**config.mk**
```make
export PLATFORM = sky130hd
export DESIGN_NAME = voice_allocator_round_robin_steal
export DESIGN_NICKNAME = d
export VERILOG_FILES = /design/src/vars_pkg.sv /design/src/vars_ram.sv /design/src/vars_scan.sv /design/src/voice_allocator_round_robin_steal.sv
export VERILOG_INCLUDE_DIRS = /design/src /design/src/src
export SDC_FILE = /design/constraint.sdc
export NUM_CORES = 2
export LEC_CHECK = 0
export ABC_CLOCK_PERIOD_IN_PS = 7750
export BUFFER_PORTS_ARGS = -buffer_cell sky130_fd_sc_hd__buf_4
export CORE_ASPECT_RATIO = 1.75
export CORE_MARGIN = 2
export CORE_UTILIZATION = 50
export CTS_CLUSTER_DIAMETER = 30
export DETAILED_ROUTE_END_ITERATION = 16
export HOLD_SLACK_MARGIN = 0.08
export PLACE_DENSITY = 0.74
export SLEW_MARGIN = 20
export SYNTH_ARGS = -nofsm -noshare
export SYNTH_HDL_FRONTEND = slang
export SYNTH_SLANG_ARGS = --single-unit
```
**constraint.sdc**
```tcl
create_clock -name aclk -period 7.75 [get_ports aclk]
set_input_delay 1.55 -clock aclk [delete_from_list [all_inputs] [get_ports aclk]]
set_output_delay 1.55 -clock aclk [all_outputs]
set_load 0.05 [all_outputs]
```
**src/voice_allocator_round_robin_steal_assert.svh**
```systemverilog
// Assertion macros shared by the voice allocator RTL.
// Depends on nothing; define ASSERT_OFF to compile the checks away.
`ifndef VOICE_ALLOCATOR_ROUND_ROBIN_STEAL_ASSERT_SVH
`define VOICE_ALLOCATOR_ROUND_ROBIN_STEAL_ASSERT_SVH
`ifndef ASSERT_OFF
// Clocked check that is switched off while reset is asserted.
`define VARS_ASSERT(lbl, clk, rstn, prop) \
    lbl: assert property (@(posedge clk) disable iff (!rstn) prop) \
        else $error("voice allocator check failed");
// Clocked check that also holds across reset.
`define VARS_ASSERT_RST(lbl, clk, prop) \
    lbl: assert property (@(posedge clk) prop) \
        else $error("voice allocator reset check failed");
`else
`define VARS_ASSERT(lbl, clk, rstn, prop)
`define VARS_ASSERT_RST(lbl, clk, prop)
`endif
`endif

```
**src/vars_pkg.sv**
```systemverilog
// Shared constants, types and helper functions of the voice allocator.
// No dependencies; vars_scan and the top level import this package.
`default_nettype none

package vars_pkg;

    localparam int VOICES     = 16;
    localparam int VIDX_W     = (VOICES > 1) ? $clog2(VOICES) : 1;
    localparam int CNT_W      = VIDX_W + 1;
    localparam int TAG_W      = 16;
    localparam int AGE_W      = 64;
    localparam int NOTE_W     = 7;
    localparam int VEL_W      = 16;
    localparam int MEM_W      = TAG_W + AGE_W;
    localparam int S_TDATA_W  = 48;
    localparam int S_TUSER_W  = 2;
    localparam int M_TDATA_W  = 32;
    localparam int M_TUSER_W  = 2;

    typedef logic [VIDX_W-1:0] voice_idx_t;

    typedef enum logic [1:0] {
        FN_NOTE_ON    = 2'd0,
        FN_NOTE_OFF   = 2'd1,
        FN_VOICE_DONE = 2'd2
    } func_t;

    typedef enum logic [1:0] {
        ACT_START   = 2'd0,
        ACT_RELEASE = 2'd1,
        ACT_NONE    = 2'd2
    } action_t;

    // Control from the sequencer to the scan unit.
    typedef struct packed {
        logic       clear;
        logic       eval;
        voice_idx_t idx;
    } scan_ctl_t;

    // Running results of one pass over the voice table.
    typedef struct packed {
        logic       hi_hit;
        voice_idx_t hi_idx;
        logic       lo_hit;
        voice_idx_t lo_idx;
        voice_idx_t best_idx;
        logic       match_hit;
        voice_idx_t match_idx;
    } scan_res_t;

    function automatic logic [3:0] voice_to_field(voice_idx_t v);
        logic [VIDX_W+3:0] w;
        w = (VIDX_W + 4)'(v);
        return w[3:0];
    endfunction

    function automatic voice_idx_t field_to_voice(logic [3:0] f);
        logic [VIDX_W+3:0] w;
        w = (VIDX_W + 4)'(f);
        return w[VIDX_W-1:0];
    endfunction

    function automatic logic voice_in_range(logic [3:0] f);
        return 7'(f) < 7'(VOICES);
    endfunction

    function automatic voice_idx_t voice_after(voice_idx_t v);
        voice_idx_t r;
        if (v == voice_idx_t'(VOICES - 1)) begin
            r = '0;
        end else begin
            r = v + 1'b1;
        end
        return r;
    endfunction

endpackage

`default_nettype wire

```
**src/vars_ram.sv**
```systemverilog
// Simple dual-port RAM with one write port and one registered read port.
// Generic; no package dependency.
`default_nettype none

module vars_ram #(
    parameter int DEPTH  = 16,
    parameter int WIDTH  = 80,
    parameter int ADDR_W = 4
) (
    input  wire logic              aclk,
    input  wire logic              wr_en,
    input  wire logic [ADDR_W-1:0] wr_addr,
    input  wire logic [WIDTH-1:0]  wr_data,
    input  wire logic [ADDR_W-1:0] rd_addr,
    output logic      [WIDTH-1:0]  rd_data
);

    logic [WIDTH-1:0] mem [DEPTH];

    always_ff @(posedge aclk) begin
        if (wr_en) begin
            mem[wr_addr] <= wr_data;
        end
        rd_data <= mem[rd_addr];
    end

endmodule

`default_nettype wire

```
**src/vars_scan.sv**
```systemverilog
// Scan unit: folds one voice table entry per cycle into the free-voice,
// oldest-voice and tag-match results. Depends on vars_pkg.
`default_nettype none

module vars_scan (
    input  wire logic                      aclk,
    input  wire logic                      aresetn,
    input  wire vars_pkg::scan_ctl_t       ctl,
    input  wire logic                      entry_active,
    input  wire vars_pkg::voice_idx_t      cursor,
    input  wire logic [vars_pkg::TAG_W-1:0] key_tag,
    input  wire logic [vars_pkg::MEM_W-1:0] rd_data,
    output vars_pkg::scan_res_t            res
);
    import vars_pkg::*;

    scan_res_t        res_reg, res_next;
    logic             best_vld_reg, best_vld_next;
    logic [AGE_W-1:0] best_age_reg, best_age_next;
    logic [TAG_W-1:0] ent_tag;
    logic [AGE_W-1:0] ent_age;

    assign ent_tag = rd_data[TAG_W-1:0];
    assign ent_age = rd_data[MEM_W-1:TAG_W];

    // Entries arrive in ascending order, so the first hit of each kind is the
    // lowest index. Free voices at or above the cursor win over those below it.
    always_comb begin
        res_next      = res_reg;
        best_vld_next = best_vld_reg;
        best_age_next = best_age_reg;
        if (ctl.clear) begin
            res_next.hi_hit    = 1'b0;
            res_next.lo_hit    = 1'b0;
            res_next.match_hit = 1'b0;
            best_vld_next      = 1'b0;
        end else if (ctl.eval) begin
            if (!entry_active && !res_reg.hi_hit && ctl.idx >= cursor) begin
                res_next.hi_hit = 1'b1;
                res_next.hi_idx = ctl.idx;
            end
            if (!entry_active && !res_reg.lo_hit && ctl.idx < cursor) begin
                res_next.lo_hit = 1'b1;
                res_next.lo_idx = ctl.idx;
            end
            if (!best_vld_reg || ent_age < best_age_reg) begin
                best_vld_next     = 1'b1;
                best_age_next     = ent_age;
                res_next.best_idx = ctl.idx;
            end
            if (entry_active && !res_reg.match_hit && ent_tag == key_tag) begin
                res_next.match_hit = 1'b1;
                res_next.match_idx = ctl.idx;
            end
        end
    end

    always_ff @(posedge aclk) begin
        if (!aresetn) begin
            res_reg.hi_hit    <= 1'b0;
            res_reg.lo_hit    <= 1'b0;
            res_reg.match_hit <= 1'b0;
            best_vld_reg      <= 1'b0;
        end else begin
            res_reg.hi_hit    <= res_next.hi_hit;
            res_reg.lo_hit    <= res_next.lo_hit;
            res_reg.match_hit <= res_next.match_hit;
            best_vld_reg      <= best_vld_next;
        end
        res_reg.hi_idx    <= res_next.hi_idx;
        res_reg.lo_idx    <= res_next.lo_idx;
        res_reg.best_idx  <= res_next.best_idx;
        res_reg.match_idx <= res_next.match_idx;
        best_age_reg      <= best_age_next;
    end

    assign res = res_reg;

endmodule

`default_nettype wire

```
**src/voice_allocator_round_robin_steal.sv**
```systemverilog
// Top level of the round-robin voice allocator with oldest-voice stealing.
// Depends on vars_pkg, vars_ram, vars_scan and the assertion macro header.
//
// Usage: one transfer on the s_ channel carries an event (note on, note off,
// voice done) and always produces exactly one result transfer on the m_
// channel (start, release or nothing to do). Items are handled one at a time.
// Note on and note off read the tag/age table once per voice, one entry per
// cycle from a RAM with a registered read port; the next item is accepted
// only after the result has been loaded into the output register.
// A voice-done or unknown event skips the scan and has its result loaded
// as soon as the output register is free.
// The result waits in an output register; s_tready rises again while that
// result is still pending, and a stalled m_ channel only holds up the
// following result, not the scan.
// Reset (aresetn low, synchronous) clears all active marks, the cursor, the
// age counter and the output valid; the tag/age table needs no clearing since
// an entry is only consulted while its active mark is set.
`default_nettype none
`include "voice_allocator_round_robin_steal_assert.svh"

module voice_allocator_round_robin_steal (
    input  wire logic                          aclk,
    input  wire logic                          aresetn,
    input  wire logic                          s_tvalid,
    output logic                               s_tready,
    // [6:0] note, [22:7] velocity, [38:23] voice_tag, [42:39] voice_index
    input  wire logic [vars_pkg::S_TDATA_W-1:0] s_tdata,
    // [1:0] func
    input  wire logic [vars_pkg::S_TUSER_W-1:0] s_tuser,
    output logic                               m_tvalid,
    input  wire logic                          m_tready,
    // [3:0] chosen_voice, [4] stolen, [11:5] start_note, [27:12] start_velocity
    output logic      [vars_pkg::M_TDATA_W-1:0] m_tdata,
    // [1:0] action
    output logic      [vars_pkg::M_TUSER_W-1:0] m_tuser
);
    import vars_pkg::*;

    typedef enum logic [2:0] {
        ST_IDLE = 3'b001,
        ST_SCAN = 3'b010,
        ST_DONE = 3'b100
    } state_t;

    state_t                  state_reg, state_next;
    logic [CNT_W-1:0]        cnt_reg, cnt_next;
    logic [VOICES-1:0]       active_reg, active_next;
    voice_idx_t              cursor_reg, cursor_next;
    logic [AGE_W-1:0]        age_reg, age_next;

    logic [1:0]              job_func_reg;
    logic [NOTE_W-1:0]       job_note_reg;
    logic [VEL_W-1:0]        job_vel_reg;
    logic [TAG_W-1:0]        job_tag_reg;
    logic [3:0]              job_vidx_reg;

    logic                    out_vld_reg, out_vld_next;
    logic [M_TDATA_W-1:0]    out_data_reg;
    logic [M_TUSER_W-1:0]    out_user_reg;

    logic                    in_xfer;
    logic                    finish;
    logic                    fin_on;
    scan_ctl_t               scan_ctl;
    scan_res_t               scan_res;
    logic [MEM_W-1:0]        rd_data;
    logic [CNT_W-1:0]        cnt_prev;
    voice_idx_t              on_voice;
    logic                    on_stolen;
    action_t                 res_action;
    voice_idx_t              res_voice;
    logic                    res_stolen;
    logic [NOTE_W-1:0]       res_note;
    logic [VEL_W-1:0]        res_vel;
    voice_idx_t              done_voice;

    assign s_tready = (state_reg == ST_IDLE);
    assign in_xfer  = s_tvalid && s_tready;
    assign finish   = (state_reg == ST_DONE) && (!out_vld_reg || m_tready);
    assign fin_on   = finish && (job_func_reg == FN_NOTE_ON);
    assign cnt_prev = cnt_reg - 1'b1;

    // The RAM read is registered, so the entry being folded in is always the
    // counter minus one.
    always_comb begin
        scan_ctl.clear = in_xfer;
        scan_ctl.eval  = (state_reg == ST_SCAN) && (cnt_reg != '0);
        scan_ctl.idx   = cnt_prev[VIDX_W-1:0];
    end

    vars_ram #(
        .DEPTH  (VOICES),
        .WIDTH  (MEM_W),
        .ADDR_W (VIDX_W)
    ) u_ram (
        .aclk    (aclk),
        .wr_en   (fin_on),
        .wr_addr (on_voice),
        .wr_data ({age_reg, job_tag_reg}),
        .rd_addr (cnt_reg[VIDX_W-1:0]),
        .rd_data (rd_data)
    );

    vars_scan u_scan (
        .aclk         (aclk),
        .aresetn      (aresetn),
        .ctl          (scan_ctl),
        .entry_active (active_reg[scan_ctl.idx]),
        .cursor       (cursor_reg),
        .key_tag      (job_tag_reg),
        .rd_data      (rd_data),
        .res          (scan_res)
    );

    always_comb begin
        if (scan_res.hi_hit) begin
            on_voice  = scan_res.hi_idx;
            on_stolen = 1'b0;
        end else if (scan_res.lo_hit) begin
            on_voice  = scan_res.lo_idx;
            on_stolen = 1'b0;
        end else begin
            on_voice  = scan_res.best_idx;
            on_stolen = 1'b1;
        end
    end

    assign done_voice = field_to_voice(job_vidx_reg);

    always_comb begin
        res_action = ACT_NONE;
        res_voice  = '0;
        res_stolen = 1'b0;
        res_note   = '0;
        res_vel    = '0;
        case (job_func_reg)
            FN_NOTE_ON: begin
                res_action = ACT_START;
                res_voice  = on_voice;
                res_stolen = on_stolen;
                res_note   = job_note_reg;
                res_vel    = job_vel_reg;
            end
            FN_NOTE_OFF: begin
                if (scan_res.match_hit) begin
                    res_action = ACT_RELEASE;
                    res_voice  = scan_res.match_idx;
                end
            end
            default: begin
                res_action = ACT_NONE;
            end
        endcase
    end

    always_comb begin
        state_next   = state_reg;
        cnt_next     = cnt_reg;
        active_next  = active_reg;
        cursor_next  = cursor_reg;
        age_next     = age_reg;
        out_vld_next = out_vld_reg && !m_tready;
        unique case (state_reg)
            ST_IDLE: begin
                cnt_next = '0;
                if (in_xfer) begin
                    if (s_tuser == FN_NOTE_ON || s_tuser == FN_NOTE_OFF) begin
                        state_next = ST_SCAN;
                    end else begin
                        state_next = ST_DONE;
                    end
                end
            end
            ST_SCAN: begin
                cnt_next = cnt_reg + 1'b1;
                if (cnt_reg == CNT_W'(VOICES)) begin
                    state_next = ST_DONE;
                end
            end
            ST_DONE: begin
                if (finish) begin
                    state_next   = ST_IDLE;
                    out_vld_next = 1'b1;
                    if (job_func_reg == FN_NOTE_ON) begin
                        active_next[on_voice] = 1'b1;
                        cursor_next           = voice_after(on_voice);
                        age_next              = age_reg + 1'b1;
                    end else if (job_func_reg == FN_VOICE_DONE &&
                                 voice_in_range(job_vidx_reg)) begin
                        active_next[done_voice] = 1'b0;
                    end
                end
            end
            default: begin
                state_next = ST_IDLE;
            end
        endcase
    end

    always_ff @(posedge aclk) begin
        if (!aresetn) begin
            state_reg   <= ST_IDLE;
            cnt_reg     <= '0;
            active_reg  <= '0;
            cursor_reg  <= '0;
            age_reg     <= '0;
            out_vld_reg <= 1'b0;
        end else begin
            state_reg   <= state_next;
            cnt_reg     <= cnt_next;
            active_reg  <= active_next;
            cursor_reg  <= cursor_next;
            age_reg     <= age_next;
            out_vld_reg <= out_vld_next;
        end
    end

    always_ff @(posedge aclk) begin
        if (in_xfer) begin
            job_func_reg <= s_tuser[1:0];
            job_note_reg <= s_tdata[6:0];
            job_vel_reg  <= s_tdata[22:7];
            job_tag_reg  <= s_tdata[38:23];
            job_vidx_reg <= s_tdata[42:39];
        end
        if (finish) begin
            out_user_reg <= res_action;
            out_data_reg <= {4'b0000, res_vel, res_note, res_stolen,
                             voice_to_field(res_voice)};
        end
    end

    assign m_tvalid = out_vld_reg;
    assign m_tdata  = out_data_reg;
    assign m_tuser  = out_user_reg;

    `VARS_ASSERT(a_one_item_at_a_time, aclk, aresetn, in_xfer |=> !s_tready)
    `VARS_ASSERT(a_age_steps_on_start, aclk, aresetn, fin_on |=> (age_reg == $past(age_reg) + 1'b1))
    `VARS_ASSERT(a_started_voice_active, aclk, aresetn, fin_on |=> (active_reg[$past(on_voice)] == 1'b1))
    `VARS_ASSERT(a_result_loaded_on_finish, aclk, aresetn, finish |=> (m_tvalid && s_tready))
    `VARS_ASSERT_RST(a_reset_clears_output, aclk, !aresetn |=> (!m_tvalid && cursor_reg == '0))

endmodule

`default_nettype wire

```
After elaboration in Yosys (flattened, before gate mapping). Memories as Yosys holds them, arrays and structs flattened. A register that Yosys moved wholly into a read port is not among the register bits. Index checks and enable logic that the tools add are counted. W data, S select, Z words.

Bitwise operators: 6. Magnitude comparators: 8. $add $sub $neg: 4. Muxes and demuxes: 26. Reduce and logical (&&, ||, !) cells: 41. Equal/unequal tests: 12.

Operator list (number): $add A64 B1 Y64 const B (1); $lt A64 B64 Y1 (1); $mux W16 (2); $reduce_and A3 Y1 (7); $and A16 B16 Y16 (1); $eq A16 B16 Y1 (1); $mux W4 (4); $not A16 Y16 (1); $or A16 B16 Y16 (1); $lt A4 B5 Y1 const B (3); $logic_and A1 B1 Y1 (13); $mux W3 (4); $pmux W5 S2 (1); $pmux W3 S3 (1); $demux W1 S4 (2); $ge A4 B1 Y1 const B (2); $mux W1 (8); $pmux W4 S2 (1); $reduce_and A2 Y1 (4); $logic_not A1 Y1 (7); $add A5 B1 Y5 const B (1); $eq A5 B5 Y1 const B (1); $reduce_bool A5 Y1 (1); $add A4 B1 Y4 const B (1); other kinds (19) (28).

Memories: 1. Input port bits: 54. RAM bits: 1280. Flip-flop bits (word level): 252. Output and inout bits: 36.

Memory list: u_ram.mem (depth 16, bits a word 80, read ports 1, clocked after Yosys merged registers in 1, wr ports 1, line vars_ram.sv:18) `logic [WIDTH-1:0] mem [DEPTH];`.

Longest topological paths before layout.
Word-level depth: 8. Gate-level depth with buffers: 14.

By module. A second synthesis with hierarchy kept.

Cell total of the unflattened synthesis: 3101. Area total of the unflattened synthesis: 61096.1 um2.

By module, submodules not included: vars_ram (cells an instance 2054, area an instance 49422.4 um2, sequential area each 40038.4 um2, times used 1); voice_allocator_round_robin_steal (cells an instance 688, area an instance 7196.9 um2, sequential area each 4113.9 um2, times used 1); vars_scan (cells an instance 359, area an instance 4476.8 um2, sequential area each 2482.4 um2, times used 1).

Least setup slack after synthesis. OpenSTA, ideal clock, no wires.

Path kind: in2reg. Start: input port m_tready. End: register active_reg[4]. Cell stages on the path: 5. Setup time: 0.073 ns. Buffers on the path: 0. Required time: 7.677 ns. Path slack: 1.355 ns. Data arrival time: 6.322 ns. Cells stage by stage: nor2b_1 > nor3_1 > nand2_1 > nor2_1 > o221a_2.

Cells in the longest elaborated chain, start to end: 3.

RTL lines: start: declaration (line voice_allocator_round_robin_steal.sv:31) `input wire logic m_tready,`; $logic_or A1 B1 Y1 (line voice_allocator_round_robin_steal.sv:79) `assign finish = (state_reg == ST_DONE) && (!out_vld_reg || m_tready);`; $logic_and A1 B1 Y1 (line voice_allocator_round_robin_steal.sv:79); $reduce_and A3 Y1 (no line); end signal: assignment (line voice_allocator_round_robin_steal.sv:211) `active_reg <= active_next;`; end: declaration (line voice_allocator_round_robin_steal.sv:47) `logic [VOICES-1:0] active_reg, active_next;`.

Every way passes these cells. A chain may end at the register's enable or synchronous reset.

Worst setup path in the final report.
Start: register cnt_reg[0]. End: register u_scan.best_age_reg[22] (enable).

Cells in the longest elaborated chain, start to end: 3.

RTL lines: start: declaration (line voice_allocator_round_robin_steal.sv:46) `logic [CNT_W-1:0] cnt_reg, cnt_next;`; start signal: assignment (line voice_allocator_round_robin_steal.sv:210) `cnt_reg <= cnt_next;`; $reduce_bool A5 Y1 (line voice_allocator_round_robin_steal.sv:87) `scan_ctl.eval = (state_reg == ST_SCAN) && (cnt_reg != '0);`; $logic_and A1 B1 Y1 (line voice_allocator_round_robin_steal.sv:87); $reduce_and A3 Y1 (no line); end signal: assignment (line vars_scan.sv:74) `best_age_reg <= best_age_next;`; end: declaration (line vars_scan.sv:19) `logic [AGE_W-1:0] best_age_reg, best_age_next;`.

Every way passes these cells.

==> results.md <==
* Post-DR vias/cell at 6.06
* Final period util at 56.6%
* Yosys warns at 0
* Met1 Use GR at 25.5%
* Clock share of power at between 40% and 50%
* Final Skew at about 0.032 ns
* Pwr Total at 17000 µW
* Actual slew at the worst max-slew pin at 1.13 ns
* Clock slew at reported path FFs at 0.06 ns
* GRT Overall Usage at 21.5%
* Vias in the first global route at 31000
* Sequential Power Share at between 50 and 60%
* Post-cts hold buffer count at 0
* Max Clk Rate at 0.228 GHz
* Combinational power share at 1.1%
* Most frequent cells in the layout: 1435 x edfxtp_1, 405 x mux4_2, 173 x dfxtp_1, 148 x clkbuf_16, 127 x buf_4
* Setup TNS at 0 ns
* Worst EP required at 8.11 ns
* Relative slew slack at between 20% and 30%
* Die ar. at 0.125 mm²
* DRT iter0 DRCs at 2691
* Post-synth top flop: edfxtp_1
* CP startpoint kind: register
* Setup Viol. Count Final at 0
* Mapped Area at 0.0610 mm²
* Sw Share at approximately 20%
* Synth cell types at 62
* CTS max path bufs at 3
* Post-Synth XOR/XNOR Area at 0.933%
* Number of setup buffers added after CTS at 0
* Number of flip-flops in the largest register at 1280
* Initial Util at 50.4%
* Aggregate global routing overflow at 0
* Pre-CTS setup slack at 2.67 ns
* Resize count post-CTS at 0
* Leakage power at approximately 0.023 µW
* Root buf cell: clkbuf_16
* Port Buf Inserts at 80
* Max-Cap Viols at 0
* Worst vdd ir at approximately 0.26 mV
* Post-synthesis cell count at 2868
* FF/Latch Area at 0.0466 mm²
* Top flop regs: u_ram.mem x1280, u_ram.rd_data x80
* Final WL at 131000 µm
* GR Util met2 at 38.3%
* Seq cells post-synth at 1612
* Post-Synth Simple-Gate Area at 3.19%
* Critical path class: register to register
* Critical path arrival at 4.75 ns
* FP Rows at about 170
* P_sw at 3360 µW
* Met3 GRT Util at between 3 and 4%
* RSZ-0062 raised after global routing: false
* Area grow syn2layout at 12.8%
* Multi-input gate area at 0.0137 mm²
* Pin count of the biggest net entering global routing at 158
* Hold WC Path Type: register to register
* Hold Crit Depth at 0
* Largest Register: u_ram.mem
* Compound-cell area share of the yosys netlist at 1.49%
* Commonest non-fill, non-tap cell in the layout: edfxtp_1
* Final Critical Period at 4.39 ns
* Vias at 28900
* Fillers at 8485
* H-tree levels at 4
* IO Count at 90
* Async SR Flop Fraction at 0%
* Post-synthesis sequential area ratio at 76.4%
* Post-synth EDFFs at 1435
* DRC at 0
* CTS tree: built
* First-pass GRT wire length at approximately 190000 µm
* Main combinational cell family by area after synthesis: multiplexers
* Die Wd at 268 µm
* Antenna violation net count after detailed routing at 0
* Endpoint type of the worst setup path: register
* Chip Height at 466 µm
* R2R depth at 10
* Mux cell area share after synthesis at between 10% and 20%
* Final worst slack at 3.36 ns
* Worst-skew pair later-pin latency at around 0.76 ns
* Area share of fa/ha/maj cells after synthesis at 1.54%
* Slew Limit Fails at 0
* Core area at between 0.1 and 0.15 mm²
* Mean Syn Cell Area at between 20 and 25 µm²
* Initial antenna violation count at 2
* Share of layout cells above drive strength 1 at a little over a quarter
* NumNets Final at 3162
* CTS sink cnt at between 1500 and 2000
* Most used routing layer: met2
* DR WL/cell at 27.5 µm
* Final hold violations at 0
* Int Pwr at 13700 µW
* Status: complete, no violations
* Power density cells at 248 mW/mm²
* GP Congestion at 0.818
* Max FO, Critical Path at 46
* Detailed Routing Iterations Pass 1 at 6
* HPWL after detailed placement at 67700 µm
* TritonCTS buffer count at 143
-- power groups by stage --
stage	logic, µW	registers [µW]	clock network [µW]
6_report	181	9450	7420
3_5_place_dp	180	9640	0
3_3_place_gp	176	9630	0
5_1_grt	194	9450	7810
2_1_floorplan	112	9630	0
4_1_cts	182	9450	7520
-- synth_stat cells, types with 4 or more instances --
| library cell | count | share of area [%] |
|---|---|---|
| a211oi_1 | 5 | 0.062 |
| a21o_1 | 6 | 0.074 |
| a21oi_1 | 46 | 0.38 |
| and2_1 | 36 | 0.37 |
| and3_1 | 20 | 0.21 |
| and4_1 | 8 | 0.11 |
| buf_1 | 9 | 0.055 |
| buf_2 | 35 | 0.29 |
| buf_4 | 5 | 0.062 |
| clkbuf_1 | 70 | 0.43 |
| dfxtp_1 | 177 | 5.8 |
| edfxtp_1 | 1435 | 71 |
| ha_1 | 75 | 1.5 |
| inv_1 | 86 | 0.53 |
| mux2i_1 | 4 | 0.066 |
| mux4_2 | 405 | 15 |
| nand2_1 | 64 | 0.39 |
| nand2b_1 | 4 | 0.041 |
| nand3_1 | 33 | 0.27 |
| nand3b_1 | 6 | 0.074 |
| nand4_1 | 41 | 0.42 |
| nor2_1 | 85 | 0.52 |
| nor2b_1 | 5 | 0.051 |
| nor3_1 | 19 | 0.16 |
| nor4_1 | 6 | 0.062 |
| o21a_1 | 9 | 0.11 |
| o21ai_0 | 28 | 0.23 |
| o221a_2 | 15 | 0.28 |
| o31ai_1 | 8 | 0.098 |
| or2_2 | 4 | 0.041 |
| or3_1 | 11 | 0.11 |
| or4_1 | 7 | 0.086 |
| xnor2_1 | 36 | 0.52 |
| xor2_1 | 29 | 0.42 |
-- final timing paths --
path                                                end  slack (ns)               from
worst min-delay path            u_scan.best_age_reg[34]        0.44  u_ram.rd_data[50]
worst max-delay path            u_scan.best_age_reg[22]        3.36         cnt_reg[0]
worst max register to register  u_scan.best_age_reg[22]        3.36         cnt_reg[0]
worst min register to register  u_scan.best_age_reg[34]        0.44  u_ram.rd_data[50]
-- layout make-up --
type	instances	area share, %
multi-input cells	1053	19.9
well taps	1624	2.95
inverters	87	0.476
repair buffers	136	1.66
clock buffers	170	5.59
flip-flops and latches	1612	67.8
diodes	1	0.00364
clock inverters	92	1.62
-- through the flow --
stage | hold WS (ns) | utilization (%) | instances | cell area, µm²
floorplan | 0.409 | - | 2871 | 61000
global placement | 0.420 | 52.6 | 4510 | 63800
detailed placement | 0.427 | 52.7 | 4511 | 63800
CTS | 0.443 | 56.8 | 4773 | 68800
global route | 0.453 | 56.8 | 4775 | 68800
finish | 0.444 | 56.8 | 4775 | 68800
-- worst max-delay path, cell delays in order, from the launching register on --
cell	delay [ns]
dfxtp_4	0.88
inv_1	0.37
ha_1	0.31
inv_1	0.07
o41ai_1	0.07
buf_4	0.24
a211oi_1	0.30
o31ai_1	0.13
o31ai_1	0.21
o41a_2	0.64
buf_4	0.72
-- kinds of logic after synthesis --
| logic type | count (synthesis) |
|---|---|
| adder cells (fa/ha/maj) | 75 |
| AO/OA/AOI/OAI | 136 |
| multiplexers | 410 |
| other | 1 |
| buffers and inverters | 206 |
| XOR/XNOR | 65 |
| AND/OR/NAND/NOR | 363 |
| flip-flops | 1612 |
-- routing by layer --
| layer | up-vias | part of all wire, % |
|---|---|---|
| met3 | 298 | 6.3 |
| met5 | - | 0 |
| li1 | 12100 | - |
| met2 | 1271 | 54 |
| met1 | 15300 | 35 |
| met4 | 0 | 4.1 |
No activity file was read; power rests on OpenSTA's default activity.
